$ cat config.mk
export PLATFORM = sky130hd
export DESIGN_NAME = wcv_cell
export DESIGN_NICKNAME = d
export VERILOG_FILES = /design/src/design/window_convolution_2d_top_defines.svh /design/src/design/wcv_pkg.sv /design/src/design/wcv_cell.sv
export SDC_FILE = /design/constraint.sdc
export NUM_CORES = 1
export LEC_CHECK = 0
export ABC_AREA = 0
export ABC_CLOCK_PERIOD_IN_PS = 6150
export BUFFER_PORTS_ARGS = -buffer_cell sky130_fd_sc_hd__buf_2
export CAP_MARGIN = 20
export CORE_MARGIN = 2
export CORE_UTILIZATION = 45
export DETAILED_ROUTE_END_ITERATION = 8
export PLACE_DENSITY_LB_ADDON = 0.2
export SLEW_MARGIN = 20
export SYNTH_ARGS = -nofsm -noshare
export SYNTH_HDL_FRONTEND = slang
export SYNTH_SLANG_ARGS = --single-unit
$ cat constraint.sdc
create_clock -name i_clk -period 6.15 [get_ports i_clk]
set_input_delay 0.9225 -clock i_clk [delete_from_list [all_inputs] [get_ports i_clk]]
set_output_delay 0.9225 -clock i_clk [all_outputs]
set_load 0.1 [all_outputs]
$ cat src/design/window_convolution_2d_top_defines.svh
// Assertion macros for the windowed convolution block.
// Used by window_convolution_2d_top; no other dependencies.
`ifndef WINDOW_CONVOLUTION_2D_TOP_DEFINES_SVH
`define WINDOW_CONVOLUTION_2D_TOP_DEFINES_SVH

`ifndef NO_ASSERTIONS
`define WCV_ASSERT_ALWAYS(lbl, clk, rstn, cond, msg) \
    lbl: assert property (@(posedge clk) disable iff (!(rstn)) (cond)) else $error(msg);
`define WCV_ASSERT_IMPL(lbl, clk, rstn, ante, cons, msg) \
    lbl: assert property (@(posedge clk) disable iff (!(rstn)) (ante) |-> (cons)) \
        else $error(msg);
`define WCV_ASSERT_NEXT(lbl, clk, rstn, ante, cons, msg) \
    lbl: assert property (@(posedge clk) disable iff (!(rstn)) (ante) |=> (cons)) \
        else $error(msg);
`else
`define WCV_ASSERT_ALWAYS(lbl, clk, rstn, cond, msg)
`define WCV_ASSERT_IMPL(lbl, clk, rstn, ante, cons, msg)
`define WCV_ASSERT_NEXT(lbl, clk, rstn, ante, cons, msg)
`endif

`endif

$ cat src/design/wcv_pkg.sv
// Shared constants and types of the windowed convolution block.
// No dependencies.
package wcv_pkg;

    localparam int DEF_KERNEL_SIZE = 3;
    localparam int DEF_MAX_WIDTH   = 1024;
    localparam int DEF_COEF_BITS   = 12;

    localparam int PIX_W      = 8;
    localparam int NUM_CH     = 3;
    localparam int PIX_BUS_W  = NUM_CH * PIX_W;
    localparam int SUM_W      = 25;
    localparam int SUM_LIMIT  = 13107200;
    localparam int OUT_DATA_W = 80;
    localparam int CFG_DATA_W = 60;
    localparam int CFG_IDX_W  = 3;
    localparam int GEOM_W     = 11;
    localparam int ROW_W      = 11;
    localparam int COEF_SPAN  = 64;

    localparam int FIFO_DEPTH  = 8;
    localparam int PIPE_STAGES = 5;

    localparam int WIDTH_RESET  = 640;
    localparam int HEIGHT_RESET = 480;

    localparam logic [CFG_IDX_W-1:0] REG_COEF_ROW0 = 3'd0;
    localparam logic [CFG_IDX_W-1:0] REG_WIDTH     = 3'd5;
    localparam logic [CFG_IDX_W-1:0] REG_HEIGHT    = 3'd6;
    localparam logic [CFG_IDX_W-1:0] REG_COLOR     = 3'd7;

    localparam logic FUNC_FLUSH = 1'b1;

    typedef struct packed {
        logic shift;
        logic keep;
    } t_cell_ctl;

    typedef struct packed {
        logic has_res;
        logic frame_end;
    } t_tag;

    typedef struct packed {
        logic                    frame_end;
        logic signed [SUM_W-1:0] sum2;
        logic signed [SUM_W-1:0] sum1;
        logic signed [SUM_W-1:0] sum0;
    } t_res;

endpackage

$ cat src/design/wcv_cell.sv
// One window tap: holds a pixel, passes it to its neighbor, weights it.
// Depends on wcv_pkg.
module wcv_cell #(
    parameter int COEF_BITS = wcv_pkg::DEF_COEF_BITS
) (
    input  logic                                        i_clk,
    input  wcv_pkg::t_cell_ctl                          i_ctl,
    input  logic [wcv_pkg::PIX_BUS_W-1:0]               i_pix,
    input  logic signed [COEF_BITS-1:0]                 i_coef,
    output logic [wcv_pkg::PIX_BUS_W-1:0]               o_pix,
    output logic signed [COEF_BITS+wcv_pkg::PIX_W-1:0] o_prod [wcv_pkg::NUM_CH]
);
    import wcv_pkg::*;

    localparam int PW = COEF_BITS + PIX_W;

    logic [PIX_BUS_W-1:0]    r_pix;
    logic signed [PW-1:0]    r_prod [NUM_CH];
    logic signed [PW:0]      w_full [NUM_CH];

    always_comb begin
        for (int ch = 0; ch < NUM_CH; ch++) begin
            w_full[ch] = i_coef * $signed({1'b0, r_pix[ch*PIX_W +: PIX_W]});
        end
    end

    always_ff @(posedge i_clk) begin
        if (i_ctl.shift) begin
            r_pix <= i_pix;
        end
        for (int ch = 0; ch < NUM_CH; ch++) begin
            r_prod[ch] <= i_ctl.keep ? w_full[ch][PW-1:0] : '0;
        end
    end

    assign o_pix  = r_pix;
    assign o_prod = r_prod;

endmodule

# == Word level (Yosys, flattened, before mapping) ==
# Index checks and enable logic that the tools add are counted.
# word_totals
reg_bits,84
output_inout_bits,84
elab_cells,7
# op_classes
n_mul,3
# op_table
op,n
multiplier 12 x 9 -> 20 bit,3

# == Logic depth before layout (Yosys ltp) ==
# logic_depth
ltp_word,1
ltp_mapped,18
depth_no_buf,16

# == Least setup slack after synthesis ==
# Ideal clock, no wire load.
# synth_path
path_kind,register to register
from,register r_pix[0] (netlist: o_pix[0])
to,"register r_prod, in the netlist o_prod[58]"
path_buffers,1
slack_ns,1.042
t_arrival_ns,5.013
stages_incl_launch_ff,16
t_required_ns,6.055
synth_period_minus_slack_ns,5.108
path_cell_list,edfxtp_1 > clkbuf_1 > nand2_1 > fa_1 > fa_1 > inv_1 > fa_1 > inv_1 > fa_1 > inv_1 > ha_1 > a21oi_1 > a21oi_1 > a211oi_1 > mux2_2 > o311ai_1
# synth_between
elab_chain_cells,1
# synth_rtl
item,line,source
"start, declared",wcv_cell.sv:17,logic [PIX_BUS_W-1:0] r_pix;
"start signal, assigned",wcv_cell.sv:29,r_pix <= i_pix;
multiplier 12 x 9 -> 20 bit,wcv_cell.sv:23,"w_full[ch] = i_coef * $signed({1'b0, r_pix[ch*PIX_W +: PIX_W]});"
"end signal, assigned by index",wcv_cell.sv:32,r_prod[ch] <= i_ctl.keep ? w_full[ch][PW-1:0] : '0;
"end, declared",wcv_cell.sv:18,logic signed [PW-1:0] r_prod [NUM_CH];
# No other way between the ends.
# A chain may end at the register's enable or synchronous reset.

# == Worst setup path after layout ==
# layout_path
from,input i_coef[11]
to,"register r_prod, in the netlist o_prod[58]"
# layout_between
elab_chain_cells,1
# layout_rtl
item,line,source
"start, declared",wcv_cell.sv:9,"input logic signed [COEF_BITS-1:0] i_coef,"
multiplier 12 x 9 -> 20 bit,wcv_cell.sv:23,
# No other way between the ends.

==> results.toml <==
[logic_synthesis]
yosysSeqAreaShare = 0.148
synth_edf_count = 24
postSynthCellCount = 1438
yosys_register_bits = 84
syn_area_um2 = 13000
async_flop_share = 0
postSynthAreaPerCell_um2 = 9.02
synth.area.top_cells = "fa_1 (35%), ha_1 (11%), inv_1 (10%), dfxtp_1 (9.3%), and2_1 (8.0%)"
synth_most_common_cell = "inv_1"
yosysTopAreaCellShare = 0.352
yosys-top-cells-count = "inv_1 (354), fa_1 (228), nand2_1 (173), and2_1 (165), ha_1 (117)"
yosysUniqueCellTypes = 60
synth_nets = 1822
yosysTopAreaCell = "fa_1"
ys.flop_type = "dfxtp_1"
yosysWarnings = 0

[place]
gp_congestion = 0.855
port_buffers = 122
placedInstanceArea_um2 = 13900
dp_hpwl_um = 21700

[timing]
setup_viol = 0
hold_violations = 0
maxSlewHeadroom = 0.547
finClkSkew_ns = 0.0106
fin_crit_ns = 5.11
worst_pin_slew_ns = 0.680
rsz0062_at_grt = "no"
setup_tns_ns = 0
fmax_ghz = 0.196
slew_violations = 0
period_share = 0.831

[clock_network]
clockBufferDepth = 2
cts_setup_buffers = 0
htree_levels = 3
clk_latency_ns = 0.37
cts_buffers = 9
hold_buffers = 0
cts_tree = "done"
cts-root-buf = "clkbuf_16"
cts.sinks = 84
cts.repair.resized = 0
clk_pin_slew_worst_paths_ns = 0.08

[grt]
antenna_found_initial = 1
grt_pass1_vias = 9766
overflow = 0
grt_max_degree = 56
grt_pass1_wl_um = 47600
grt_util_all_layers = 0.195

[worst_setup_path]
cp-start-kind = "primary input"
crit_type = "primary input to flip-flop"
cp.arrival_ns = 5.39
crit_start = "i_coef[11]"
end_kind = "flip-flop"
cp_max_fo = 24
r2r_start = "o_pix[0]"
crit_required_ns = 6.42

[worst_hold_path]
min_from = "i_pix[4]"
worstHoldPathType = "primary input to flip-flop"

[routing]
antenna_left = 0
drc = 0
finalWirelength_um = 27400
num_vias = 9477
routedWlPerCell_um = 14.4
drt_iter0_markers = 393
firstDrtPassIters = 6
vias_per_cell = 4.98

[floorplan]
initial_core_util = 0.454
die-area_um2 = 30200
io_pins = 123
die-height_um = 174
die_w_um = 174
rows = 62
design.core.area_um2 = 28500

[final_layout]
layout.nets = 1897
n_antenna_cell = 0
final_layout_size_suffix_gt1_frac = 0.107
syn_to_final_growth_pct = 9.16
finalInstanceArea_um2 = 14200

[pwr]
max-vdd-ir-drop_mv = 0.358
power_mw = 7.50
p_leak_nw = 7.42
p_per_area_nw_per_um2 = 530

[run]
drv_cap = 0

[status]
outcome = "finished, final reports clean"
[per-layer routing]
metal | global-route usage | wire [um] | vias to the layer above
met2 | 0.335 | 13600 | 205
met5 | 0 | 13 | -
met1 | 0.260 | 12200 | 4761
met3 | 0.0307 | 1220 | 29
met4 | 0.0420 | 383 | 2
li1 | - | - | 4480
[layout make-up]
type                    count  area [um2]
inverters                 355        1330
well taps                 384         480
clock buffers              11         264
clock inverters             5        45.0
repair buffers            125         633
fillers                  2828       14400
multi-input cells         938        9490
flip-flops and latches     84        1920
[worst paths after layout]
kind	to	slack [ns]	depth (start not counted)
worst max register to register	o_prod[58]	1.29	14
worst max-delay path	o_prod[58]	1.04	15
worst min register to register	o_prod[0]	0.93	1
worst min-delay path	o_pix[4]	0.72	1
[flip-flops by register name, summed over array words and instances, names as in the netlist]
register and count:
o_prod 60, o_pix 24
[placed cells by master, fill, tap and decap left out, drive strengths merged, types with 3 or more instances in the layout]
master	synthesis	routed
nand2	174	174
a211oi	11	11
xor2	12	12
nor2	24	24
and3	6	6
dfxtp	60	60
nand2b	10	10
a31oi	5	5
nand3	12	12
clkbuf	58	11
inv	355	359
o211ai	4	4
o2111ai	4	4
o221ai	3	3
edfxtp	24	24
and2	165	165
o31ai	3	3
or2	3	3
xnor2	18	18
a2111oi	3	3
nor3	8	8
o21ai	28	28
o311ai	3	3
o21a	6	6
mux2i	15	15
nand4	5	5
buf	3	125
a21oi	35	35
ha	117	117
a21o	9	9
o31a	3	3
fa	228	228
[per-stage QoR]
step | hold WS [ns] | util | setup WS (ns) | std cells
final | 0.724 | 0.496 | 1.04 | 1902
after global routing | 0.704 | 0.496 | 0.728 | 1902
after CTS | 0.708 | 0.496 | 1.06 | 1902
after detailed placement | 0.927 | 0.485 | 0.699 | 1886
after global placement | 0.933 | 0.485 | 0.788 | 1886
after floorplan | 1.02 | - | 1.04 | 1438
[where the power goes]
| part | switching, mW | internal, mW |
|---|---|---|
| clock | 0.266 | 0.317 |
| combinational | 3.95 | 2.14 |
| sequential | 0.0808 | 0.753 |
[critical path, cell delays in order]
cell and delay [ns]:
buf_2 0.39, nand2_1 0.23, fa_1 0.67, fa_1 0.54, inv_1 0.06, fa_1 0.53, inv_1 0.05, fa_1 0.47
inv_1 0.04, ha_1 0.34, a21oi_1 0.26, a21oi_1 0.10, a211oi_1 0.33, mux2_2 0.38, o311ai_1 0.08
[cells by family (layout without fill, tap and decap cells)]
logic type / count (synthesis) / after routing / synth area share
buf+inv: 416 / 496 / 0.121
simple gates: 415 / 415 / 0.161
fa+ha+maj: 345 / 345 / 0.465
compound gates: 132 / 132 / 0.0724
flops: 84 / 84 / 0.148
xor+xnor: 30 / 30 / 0.0203
mux: 16 / 16 / 0.0124
(Power assumes the default switching activity.)
