`config.mk`:
```
export PLATFORM = sky130hd
export DESIGN_NAME = wcv_sum
export DESIGN_NICKNAME = d
export VERILOG_FILES = /design/src/design/window_convolution_2d_top_defines.svh /design/src/design/wcv_pkg.sv /design/src/design/wcv_sum.sv
export SDC_FILE = /design/constraint.sdc
export NUM_CORES = 1
export LEC_CHECK = 0
export BUFFER_PORTS_ARGS = -buffer_cell sky130_fd_sc_hd__buf_2
export CAP_MARGIN = 20
export CORE_MARGIN = 2
export CORE_UTILIZATION = 45
export CTS_CLUSTER_SIZE = 14
export DETAILED_ROUTE_END_ITERATION = 10
export HOLD_SLACK_MARGIN = 0.06
export PLACE_DENSITY = 0.73
export SLEW_MARGIN = 20
export SYNTH_ARGS = -nofsm -noshare
export SYNTH_HDL_FRONTEND = slang
export SYNTH_SLANG_ARGS = --single-unit
```
`constraint.sdc`:
```
create_clock -name i_clk -period 2.94 [get_ports i_clk]
set_clock_uncertainty 0.15 [all_clocks]
set_input_delay 0.588 -clock i_clk [delete_from_list [all_inputs] [get_ports i_clk]]
set_output_delay 0.588 -clock i_clk [all_outputs]
set_load 0.005 [all_outputs]
```
`src/design/window_convolution_2d_top_defines.svh`:
```
// Assertion macros for the windowed convolution block.
// Used by window_convolution_2d_top; no other dependencies.
`ifndef WINDOW_CONVOLUTION_2D_TOP_DEFINES_SVH
`define WINDOW_CONVOLUTION_2D_TOP_DEFINES_SVH

`ifndef NO_ASSERTIONS
`define WCV_ASSERT_ALWAYS(lbl, clk, rstn, cond, msg) \
    lbl: assert property (@(posedge clk) disable iff (!(rstn)) (cond)) else $error(msg);
`define WCV_ASSERT_IMPL(lbl, clk, rstn, ante, cons, msg) \
    lbl: assert property (@(posedge clk) disable iff (!(rstn)) (ante) |-> (cons)) \
        else $error(msg);
`define WCV_ASSERT_NEXT(lbl, clk, rstn, ante, cons, msg) \
    lbl: assert property (@(posedge clk) disable iff (!(rstn)) (ante) |=> (cons)) \
        else $error(msg);
`else
`define WCV_ASSERT_ALWAYS(lbl, clk, rstn, cond, msg)
`define WCV_ASSERT_IMPL(lbl, clk, rstn, ante, cons, msg)
`define WCV_ASSERT_NEXT(lbl, clk, rstn, ante, cons, msg)
`endif

`endif

```
`src/design/wcv_pkg.sv`:
```
// Shared constants and types of the windowed convolution block.
// No dependencies.
package wcv_pkg;

    localparam int DEF_KERNEL_SIZE = 3;
    localparam int DEF_MAX_WIDTH   = 1024;
    localparam int DEF_COEF_BITS   = 12;

    localparam int PIX_W      = 8;
    localparam int NUM_CH     = 3;
    localparam int PIX_BUS_W  = NUM_CH * PIX_W;
    localparam int SUM_W      = 25;
    localparam int SUM_LIMIT  = 13107200;
    localparam int OUT_DATA_W = 80;
    localparam int CFG_DATA_W = 60;
    localparam int CFG_IDX_W  = 3;
    localparam int GEOM_W     = 11;
    localparam int ROW_W      = 11;
    localparam int COEF_SPAN  = 64;

    localparam int FIFO_DEPTH  = 8;
    localparam int PIPE_STAGES = 5;

    localparam int WIDTH_RESET  = 640;
    localparam int HEIGHT_RESET = 480;

    localparam logic [CFG_IDX_W-1:0] REG_COEF_ROW0 = 3'd0;
    localparam logic [CFG_IDX_W-1:0] REG_WIDTH     = 3'd5;
    localparam logic [CFG_IDX_W-1:0] REG_HEIGHT    = 3'd6;
    localparam logic [CFG_IDX_W-1:0] REG_COLOR     = 3'd7;

    localparam logic FUNC_FLUSH = 1'b1;

    typedef struct packed {
        logic shift;
        logic keep;
    } t_cell_ctl;

    typedef struct packed {
        logic has_res;
        logic frame_end;
    } t_tag;

    typedef struct packed {
        logic                    frame_end;
        logic signed [SUM_W-1:0] sum2;
        logic signed [SUM_W-1:0] sum1;
        logic signed [SUM_W-1:0] sum0;
    } t_res;

endpackage

```
`src/design/wcv_sum.sv`:
```
// Registered adder tree over the window products of one channel, with clamp.
// Depends on wcv_pkg.
module wcv_sum #(
    parameter int TAPS = 3,
    parameter int PW   = 20
) (
    input  logic                           i_clk,
    input  logic signed [PW-1:0]           i_prod [TAPS*TAPS],
    output logic signed [wcv_pkg::SUM_W-1:0] o_sum
);
    import wcv_pkg::*;

    localparam int NT = TAPS * TAPS;
    localparam int RW = PW + $clog2(TAPS);
    localparam int TW = PW + $clog2(NT);
    localparam int EW = (TW > SUM_W) ? TW : SUM_W;
    localparam logic signed [EW-1:0] LIM  = EW'(SUM_LIMIT);
    localparam logic signed [EW-1:0] NLIM = -LIM;

    logic signed [RW-1:0] w_row [TAPS];
    logic signed [RW-1:0] r_row [TAPS];
    logic signed [TW-1:0] w_total;
    logic signed [TW-1:0] r_total;
    logic signed [EW-1:0] w_ext;

    always_comb begin
        for (int i = 0; i < TAPS; i++) begin
            w_row[i] = '0;
            for (int j = 0; j < TAPS; j++) begin
                w_row[i] = w_row[i] + RW'(i_prod[i*TAPS+j]);
            end
        end
    end

    always_comb begin
        w_total = '0;
        for (int i = 0; i < TAPS; i++) begin
            w_total = w_total + TW'(r_row[i]);
        end
    end

    always_ff @(posedge i_clk) begin
        r_row   <= w_row;
        r_total <= w_total;
    end

    assign w_ext = EW'(r_total);

    always_comb begin
        if (w_ext > LIM) begin
            o_sum = LIM[SUM_W-1:0];
        end else if (w_ext < NLIM) begin
            o_sum = NLIM[SUM_W-1:0];
        end else begin
            o_sum = w_ext[SUM_W-1:0];
        end
    end

endmodule

```
# Word level (Yosys, flattened, before mapping)
# Cells that the tools add are included.
[totals] n_memories=0 elab_cells=16 latchBits=0 rom_bits=0 ram_bits=0 out_inout_bits=25 register_bits=90
[classes] div=0 n_reduce_logical=0 multipliers=0 bitwise_logic=0 n_shift=0 muxes=2 n_eq_ne=0 n_lt_le_gt_ge=2 addsub=8
[ops] op="$add 21x20->22" count=3
[ops] op="$add 20x20->21" count=3
[ops] op="$mux 25" count=2
[ops] op="$gt 24x25->1 const B" count=1
[ops] op="$lt 24x25->1 const B" count=1
[ops] op="$add 23x22->24" count=1
[ops] op="$add 22x22->23" count=1

# Longest topological paths before layout
# Gate-level depths: netlist of run 1.
[logic_depth] depth_word=3 depth_mapped=12

# Worst setup path before layout of run 1
# Ideal clock, no wire load.
[synth_path] path_type="input port to flip-flop" from="input i_prod[61] (netlist bit)" to="register r_row[41] (netlist bit)" setup_ps=95 stages=9 t_arrival_ps=2944 path_slack_ps=-249 path_buffers=0 t_required_ps=2695 path_cell_list="fa_1 -> ha_1 -> fa_1 -> a21oi_1 -> o21ai_0 -> o22a_1 -> a31o_2 -> o21a_1 -> o311ai_1"
[synth_lines] element="start, declared" line_no="wcv_sum.sv:8" rtl="input logic signed [PW-1:0] i_prod [TAPS*TAPS],"
[synth_lines] element="end signal, assigned" line_no="wcv_sum.sv:43" rtl="r_row <= w_row;"
[synth_lines] element="end, declared" line_no="wcv_sum.sv:21" rtl="logic signed [RW-1:0] r_row [TAPS];"

==> results of run 1 <==
==> power groups by stage <==
| stage | clock network (mW) | logic (mW) | registers (mW) |
|---|---|---|---|
| floorplan | 0 | 6.41 | 2.19 |
| global placement | 0 | 9.35 | 2.28 |
| detailed placement | 0 | 9.53 | 2.29 |
| CTS | 1.16 | 9.84 | 2.27 |
| global route | 1.20 | 11.4 | 2.32 |
| finish | 1.14 | 10.3 | 2.25 |
==> path summary, 6_finish.rpt <==
| kind | start | to | slack, ps | cells after the start |
|---|---|---|---|---|
| setup / recovery | i_prod[67] | r_row[42]$_DFF_P_ | 30 | 9 |
| hold / removal | i_prod[40] | r_row[0]$_DFF_P_ | 460 | 4 |
| hold reg to reg | r_row[44]$_DFF_P_ | r_total[0]$_DFF_P_ | 480 | 3 |
| setup reg to reg | r_row[45]$_DFF_P_ | r_total[19]$_DFF_P_ | 90 | 13 |
==> repair_timing <==
action / in CTS / in global routing
setup endpoints to repair: 6 / 28
gates resized for setup: 13 / 34
pin swaps: 9 / 23
hold buffers: 0 / 0
setup buffers: 1 / 4
==> layout by cell type, fill, tap and decap left out, types with 40 or more instances in the layout <==
cell type / n
sky130_fd_sc_hd__a21oi_1: 50
sky130_fd_sc_hd__nand2_1: 44
sky130_fd_sc_hd__inv_1: 46
sky130_fd_sc_hd__ha_1: 76
sky130_fd_sc_hd__xnor2_1: 40
sky130_fd_sc_hd__buf_4: 99
sky130_fd_sc_hd__fa_1: 82
sky130_fd_sc_hd__buf_2: 204
sky130_fd_sc_hd__dfxtp_1: 89
==> final cells by class <==
cell class,instances,area share (%)
multi-input combinational,623,57.47
inverter,47,1.727
timing repair buffer,305,17.49
tap,225,2.756
clock buffer,10,2.340
sequential,90,17.65
clock inverter,6,0.5635
==> cells by family (layout without fill, tap and decap cells) <==
| group | Yosys count | after routing |
|---|---|---|
| compound gates | 231 | 231 |
| xor+xnor | 61 | 61 |
| fa+ha+maj | 168 | 168 |
| buf+inv | 82 | 368 |
| flops | 90 | 90 |
| mux | 3 | 3 |
| simple gates | 160 | 160 |
==> sequential cells by signal, summed over array words and instances (netlist names) <==
signal	count
r_total	24
r_row	66
==> worst min-delay path: cells and delay by family <==
kind | cells | cell delay (ps)
adders and majority gates | 1 | 150
buffers and inverters | 3 | 180
==> metal layers <==
layer	track usage, %	part of all wire (%)
met1	27.06	42
met5	0	0
met3	2.881	5.0
met2	37.70	50
met4	7.350	2.7
==> results.md, run 1 <==
- Transition time of the tightest slew-check pin: a little under 600 ps
- Count of pins over their slew limit: 0
- Maximum ir drop on the vdd rail: 0.0009521 V
- Clock Tree Buf Depth: 2
- Warnings from Yosys: 0
- Largest family of logic cells by synthesized area: adder cells
- Data required time at the worst endpoint: between 3000 and 4000 ps
- Diodes inserted: 0
- Post-synthesis share of cell area spent on and, or, nand and nor gates: ~10%
- Pwr/cell area: approximately 1300 nW/um^2
- Die extent in x: around 140 um
- Synthesized area: roughly 8000 sq um
- Total clock buffers created by CTS: 9
- Logic pwr share: between 70% and 80%
- Final weighted congestion in routability-driven placement: about 0.88
- Category of cells accounting for the largest share of critical-path delay: simple AND/OR/NAND/NOR gates
- Most used DFF post-synth: sky130_fd_sc_hd__dfxtp_1
- Sum of internal, switching and leakage power: about 14 mW
- Share of the clock period used by the worst path: ~99%
- HPWL reported at the end of detailed placement: 16.04 mm
- Synthesis-stage register bit count: 90
- Number of antenna violations at the first check in global routing: 0
- Final design utilization: between 50% and 60%
- Vias per cell: 5.283
- Crit Path Category: input pin to flip-flop
- Switching component of the power: roughly 6.4 mW
- Post-route cell area: between 10000 and 15000 sq um
- Lkg Pwr: 4.833 nW
- Max Fclk: 343.4 MHz
- Initial core utilization: between 40% and 50%
- Cell types with the highest counts after synthesis: 90 x sky130_fd_sc_hd__dfxtp_1, 86 x sky130_fd_sc_hd__fa_1, 82 x sky130_fd_sc_hd__ha_1
- Xor/xnor cell area share of the yosys netlist: 6.878%
- Clock Tree Root: sky130_fd_sc_hd__clkbuf_16
- First-pass GRT wire length: 31.37 mm
- Avg Inst Size Synth: slightly below 10 sq um
- 1st-pass router iterations: 7
- Placement row count: 48
- Main area contributors after synthesis: sky130_fd_sc_hd__dfxtp_1 23%, sky130_fd_sc_hd__fa_1 22%, sky130_fd_sc_hd__ha_1 13%
- Kind of launch point of the worst setup path: input pin
- Clock-pin transition on the worst setup and hold timing paths: approximately 70 ps
- Sequential area share after synthesis: 23.20%
- Power share of the sequential group: between 10% and 20%
- Core Footprint: between 15000 and 20000 sq um
- GRT overflow: 0
- Critical Path AT: 3010 ps
- TritonCTS clock tree: yes
- Post-layout worst setup margin: ~28 ps
- Most common cell in the netlist: sky130_fd_sc_hd__dfxtp_1
- Number of violations of the max-capacitance limit: 0
- Number of synthesized flops with an enable pin: 0
- Hold violation count in the final report: 0
- Initial drt markers: 388
- Worst Path Buf+Inv: 1
- Fillers: approximately 1500
- Number of design rule violations left after detail routing: 0
- Compound-Gate Fraction of Synth Area: between 15 and 20%
- Relative max-transition margin: about 60%
- Average wire per standard cell: approximately 15 um
- Switching share of power: approximately 46%
- Non-filler cells, final: roughly 1300
- Placed inst area: ~9700 sq um
- Setup TNS: 0 ps
- Post-Syn Nets: approximately 1100
- Global-route usage over all layers: between 20% and 30%
- Via count of the first global-routing pass: between 6000 and 7000
- Unrepaired setup endpoints after global routing: yes
- Final Hold Slack: ~460 ps
- Layout cells sized above 1: between 30% and 40%
- Num ports: between 200 and 250
- Chip height: 135.4 um
- Clock latency on the worst-skew pair: 360 ps
- Max incr delay on CP: 580 ps
- Endpoint kind of the worst setup timing path: flip-flop
- Area taken by flip-flops and latches: ~1800 sq um
- Share of total power in the clock network: 8.3%
- Dpl cells: between 1000 and 1500
- Area growth syn-to-layout: 31.49%
- Worst slack, placed: -424.8 ps
- Number of port buffers: between 200 and 250
- Cell at the slowest stage of the critical path: sky130_fd_sc_hd__fa_1
- WL final: 19.41 mm
- Number of different library cells in the post-synthesis netlist: 67
- Final Setup Violations: 0
- Detailed-route via count: approximately 6900
- Total clock sinks: 90
- DIE AREA: 18330 sq um
- Largest net degree at the start of global routing: 18
- Classification of the worst-slack hold path: input pin to flip-flop
- Net count, final: ~1400
- Synth area leader: sky130_fd_sc_hd__dfxtp_1
- Critical path fanouts, max: 3
- Asr flop ratio synth: 0%
- Share of the synthesized area in the top cell type: a little under a quarter
- Minimum clock period after layout: just under 3000 ps
- Cell-by-cell listing of the critical path: buf_2 -> fa_1 -> ha_4 -> a21o_1 -> a21oi_1 -> nor2b_1 -> or4b_4 -> a2111oi_2 -> and4b_1
- Multi-input gate area: just under 6000 sq um
- Cell Int Power: 7.371 mW
- Multiplexer share of the synthesized area: less than 1%
- Outcome: complete, no violations
- CTS H-Tree Depth: 3
- Adder-cell share of the synthesized area: 35.37%
- Antenna Violating Nets Remaining: 0
- Synthesized instance count: slightly below 800
Power figures use the tool's default switching activity.
==> run 2, diff against run 1 <==
==> constraint.sdc (replaced) <==
create_clock -name i_clk -period 2.94 [get_ports i_clk]
set_clock_uncertainty 0.15 [all_clocks]
set_input_delay 0.294 -clock i_clk [delete_from_list [all_inputs] [get_ports i_clk]]
set_output_delay 0.294 -clock i_clk [all_outputs]
set_load 0.005 [all_outputs]
==> run 2 against run 1 <==
Net effect:
- sequential power about the same
- flip-flop and latch count unchanged
- critical path depth decreased by 1
- highest routed layer unchanged
- critical endpoint is now r_total[18]$_DFF_P_
- largest power group unchanged
- fmax increased by 1.9%
- power decreased by 3.3%
==> results.md, run 2 (same netlist as run 1, synthesis figures left out) <==
- Share of total power in the clock network: 8.9% (+0.6 points)
- Number of antenna violations at the first check in global routing: 0 (unchanged)
- Switching share of power: 46.55% (+0.18 points)
- Lkg Pwr: 4.600 nW (-4.8%)
- Cell-by-cell listing of the critical path: fa_1 -> ha_1 -> and3_1 -> a31oi_1 -> a21boi_0 -> o31ai_2 -> a21o_1 -> a311oi_1
- Endpoint kind of the worst setup timing path: flip-flop
- Die extent in x: 135.4 um (unchanged)
- Placement row count: 48 (unchanged)
- Transition time of the tightest slew-check pin: 544.5 ps (-45.95 ps)
- Area growth syn-to-layout: 25.06%
- Crit Path Category: flip-flop to flip-flop
- Count of pins over their slew limit: 0 (unchanged)
- Num ports: 206 (unchanged)
- TritonCTS clock tree: yes
- Switching component of the power: 6.188 mW (-2.9%)
- Layout cells sized above 1: 29.14% (-5.4 points)
- Largest net degree at the start of global routing: 18 (unchanged)
- Commonest cells after routing, fill and taps aside: 205 x sky130_fd_sc_hd__buf_2, 90 x sky130_fd_sc_hd__dfxtp_1, 85 x sky130_fd_sc_hd__fa_1, 80 x sky130_fd_sc_hd__ha_1, 54 x sky130_fd_sc_hd__a21oi_1
- HPWL reported at the end of detailed placement: 15.43 mm (-3.8%)
- Top Registers: r_row x66, r_total x24
- Critical Path AT: 2960 ps (-50 ps)
- CTS H-Tree Depth: 3 (unchanged)
- Number of port buffers: 205 (unchanged)
- Final Hold Slack: 179.4 ps (-279.9 ps)
- Cell Int Power: 7.105 mW (-3.6%)
- Final design utilization: 56.95% (-2.9 points)
- Average wire per standard cell: 14.43 um (-2.9%)
- Classification of the worst-slack hold path: input pin to flip-flop
- First-pass GRT wire length: 30.18 mm (-3.8%)
- Net count, final: 1377 (-3.4%)
- Total clock buffers created by CTS: 9 (unchanged)
- Logic pwr share: 74.1% (-1.2 points)
- Number of violations of the max-capacitance limit: 0 (unchanged)
- Initial core utilization: 45.54% (unchanged)
- 1st-pass router iterations: 5 (-2)
- Total clock sinks: 90 (unchanged)
- Maximum ir drop on the vdd rail: 0.0009109 V (-4.3%)
- Hold violation count in the final report: 0 (unchanged)
- Clock latency on the worst-skew pair: 360 ps (about the same)
- Kind of launch point of the worst setup path: flip-flop
- Final weighted congestion in routability-driven placement: 0.8851 (+0.25%)
- Most common cell after layout, fill and taps aside: sky130_fd_sc_hd__buf_2
- GRT overflow: 0 (unchanged)
- Clock-pin transition on the worst setup and hold timing paths: 60 ps (about the same)
- Power share of the sequential group: 17.0% (+0.6 points)
- Setup TNS: 0 ps (unchanged)
- Data required time at the worst endpoint: 3040 ps (about the same)
- Max incr delay on CP: 470 ps (-110 ps)
- Relative max-transition margin: 63.48% (+3.9 points)
- Critical path fanouts, max: 5 (+2)
- Clock Tree Buf Depth: 2 (unchanged)
- Global-route usage over all layers: 20.55% (-0.86 points)
- Via count of the first global-routing pass: 6533 (-3.8%)
- Share of the clock period used by the worst path: 97.18% (-1.9 points)
- DIE AREA: 18330 sq um (unchanged)
- Final Setup Violations: 0 (unchanged)
- Non-filler cells, final: 1258 (-3.7%)
- Dpl cells: 1242 (-3.3%)
- Number of buffers inserted by hold repair at cts: 0 (unchanged)
- Number of design rule violations left after detail routing: 0 (unchanged)
- Detailed-route via count: 6580 (-4.6%)
- Sum of internal, switching and leakage power: 13.29 mW (-3.3%)
- Max FFs per register: 66 (unchanged)
- Top reg by flops: r_row
- Cell at the slowest stage of the critical path: sky130_fd_sc_hd__fa_1
- Initial drt markers: 306 (-21%)
- Clock Tree Root: sky130_fd_sc_hd__clkbuf_16
- Max Fclk: 350.0 MHz (+1.9%)
- Core Footprint: 17060 sq um (unchanged)
- Minimum clock period after layout: 2857 ps (-55.24 ps)
- Diodes inserted: 0 (unchanged)
- WL final: 18.15 mm (-6.5%)
- Outcome: complete, no violations
- Chip height: 135.4 um (unchanged)
- Pwr/cell area: 1368 nW/um^2 (+1.7%)
- Antenna Violating Nets Remaining: 0 (unchanged)
- Vias per cell: 5.231 (-0.98%)
==> run 2: cell count changes in the layout (fill, tap and decap cells not counted), moves of 3 or more <==
cell / before / now
sky130_fd_sc_hd__ha_4: 3 / 0
sky130_fd_sc_hd__a211oi_1: 11 / 14
sky130_fd_sc_hd__fa_1: 82 / 85
sky130_fd_sc_hd__buf_4: 99 / 52
sky130_fd_sc_hd__a21oi_1: 50 / 54
sky130_fd_sc_hd__fa_2: 4 / 1
sky130_fd_sc_hd__ha_1: 76 / 80
sky130_fd_sc_hd__o21ai_2: 3 / 0
==> run 2: worst max-delay path, delay by kind of cell, from the launching register on <==
| kind | cells | cell delay [ps] |
|---|---|---|
| and+or+nand+nor | 1 | 250 |
| DFF | 1 | 330 |
| AOI/OAI and AO/OA | 5 | 1190 |
| adders and majority gates | 2 | 830 |
==> run 2: layout make-up <==
type | instances | area [sq um]
clock inverters | 7 | 81.33
inverters | 47 | 176.4
well taps | 225 | 281.5
multi-input cells | 623 | 5732
clock buffers | 9 | 225.2
repair buffers | 257 | 1416
fillers | 1534 | 7342
flip-flops and latches | 90 | 1802
==> run 2: power by group through the flow <==
stage	registers (mW)	logic, mW	clock network, mW
after global routing	2.32	10.9	1.26
after floorplan	2.19	6.37	0
after global placement	2.29	8.91	0
after detailed placement	2.30	9.07	0
final	2.26	9.86	1.18
after CTS	2.27	9.23	1.21
==> run 2: stage by stage <==
stage	setup slack [ps]	cell area, sq um
floorplan	5.315	7767
global placement	-273.4	9321
detailed placement	-300.9	9321
CTS	59.76	9642
global route	-14.76	9714
finish	82.89	9714
==> run 2: what timing repair did <==
item | 4_1_cts | 5_1_grt
setup buffers | 0 | 0
endpoints found under the setup margin | 4 | 11
gates resized for setup | 5 | 21
pin swaps | 0 | 3
gates cloned | 0 | 0
==> run 2: routing by layer <==
layer | GRT usage [%] | part of all wire, % | vias up
li1 | - | - | 3307
met1 | 25.60 | 44 | 3049
met2 | 36.41 | 49 | 193
met3 | 3.180 | 4.9 | 31
met4 | 6.887 | 2.4 | 0
met5 | 0 | 0 | -
==> run 2: worst paths after layout <==
path,from,to,slack (ps),depth (start not counted)
worst min register to register,r_row[44]$_DFF_P_,r_total[0]$_DFF_P_,480,3
worst min-delay path,i_prod[40],r_row[0]$_DFF_P_,180,4
worst max register to register,r_row[7]$_DFF_P_,r_total[18]$_DFF_P_,80,8
worst max-delay path,r_row[7]$_DFF_P_,r_total[18]$_DFF_P_,80,8
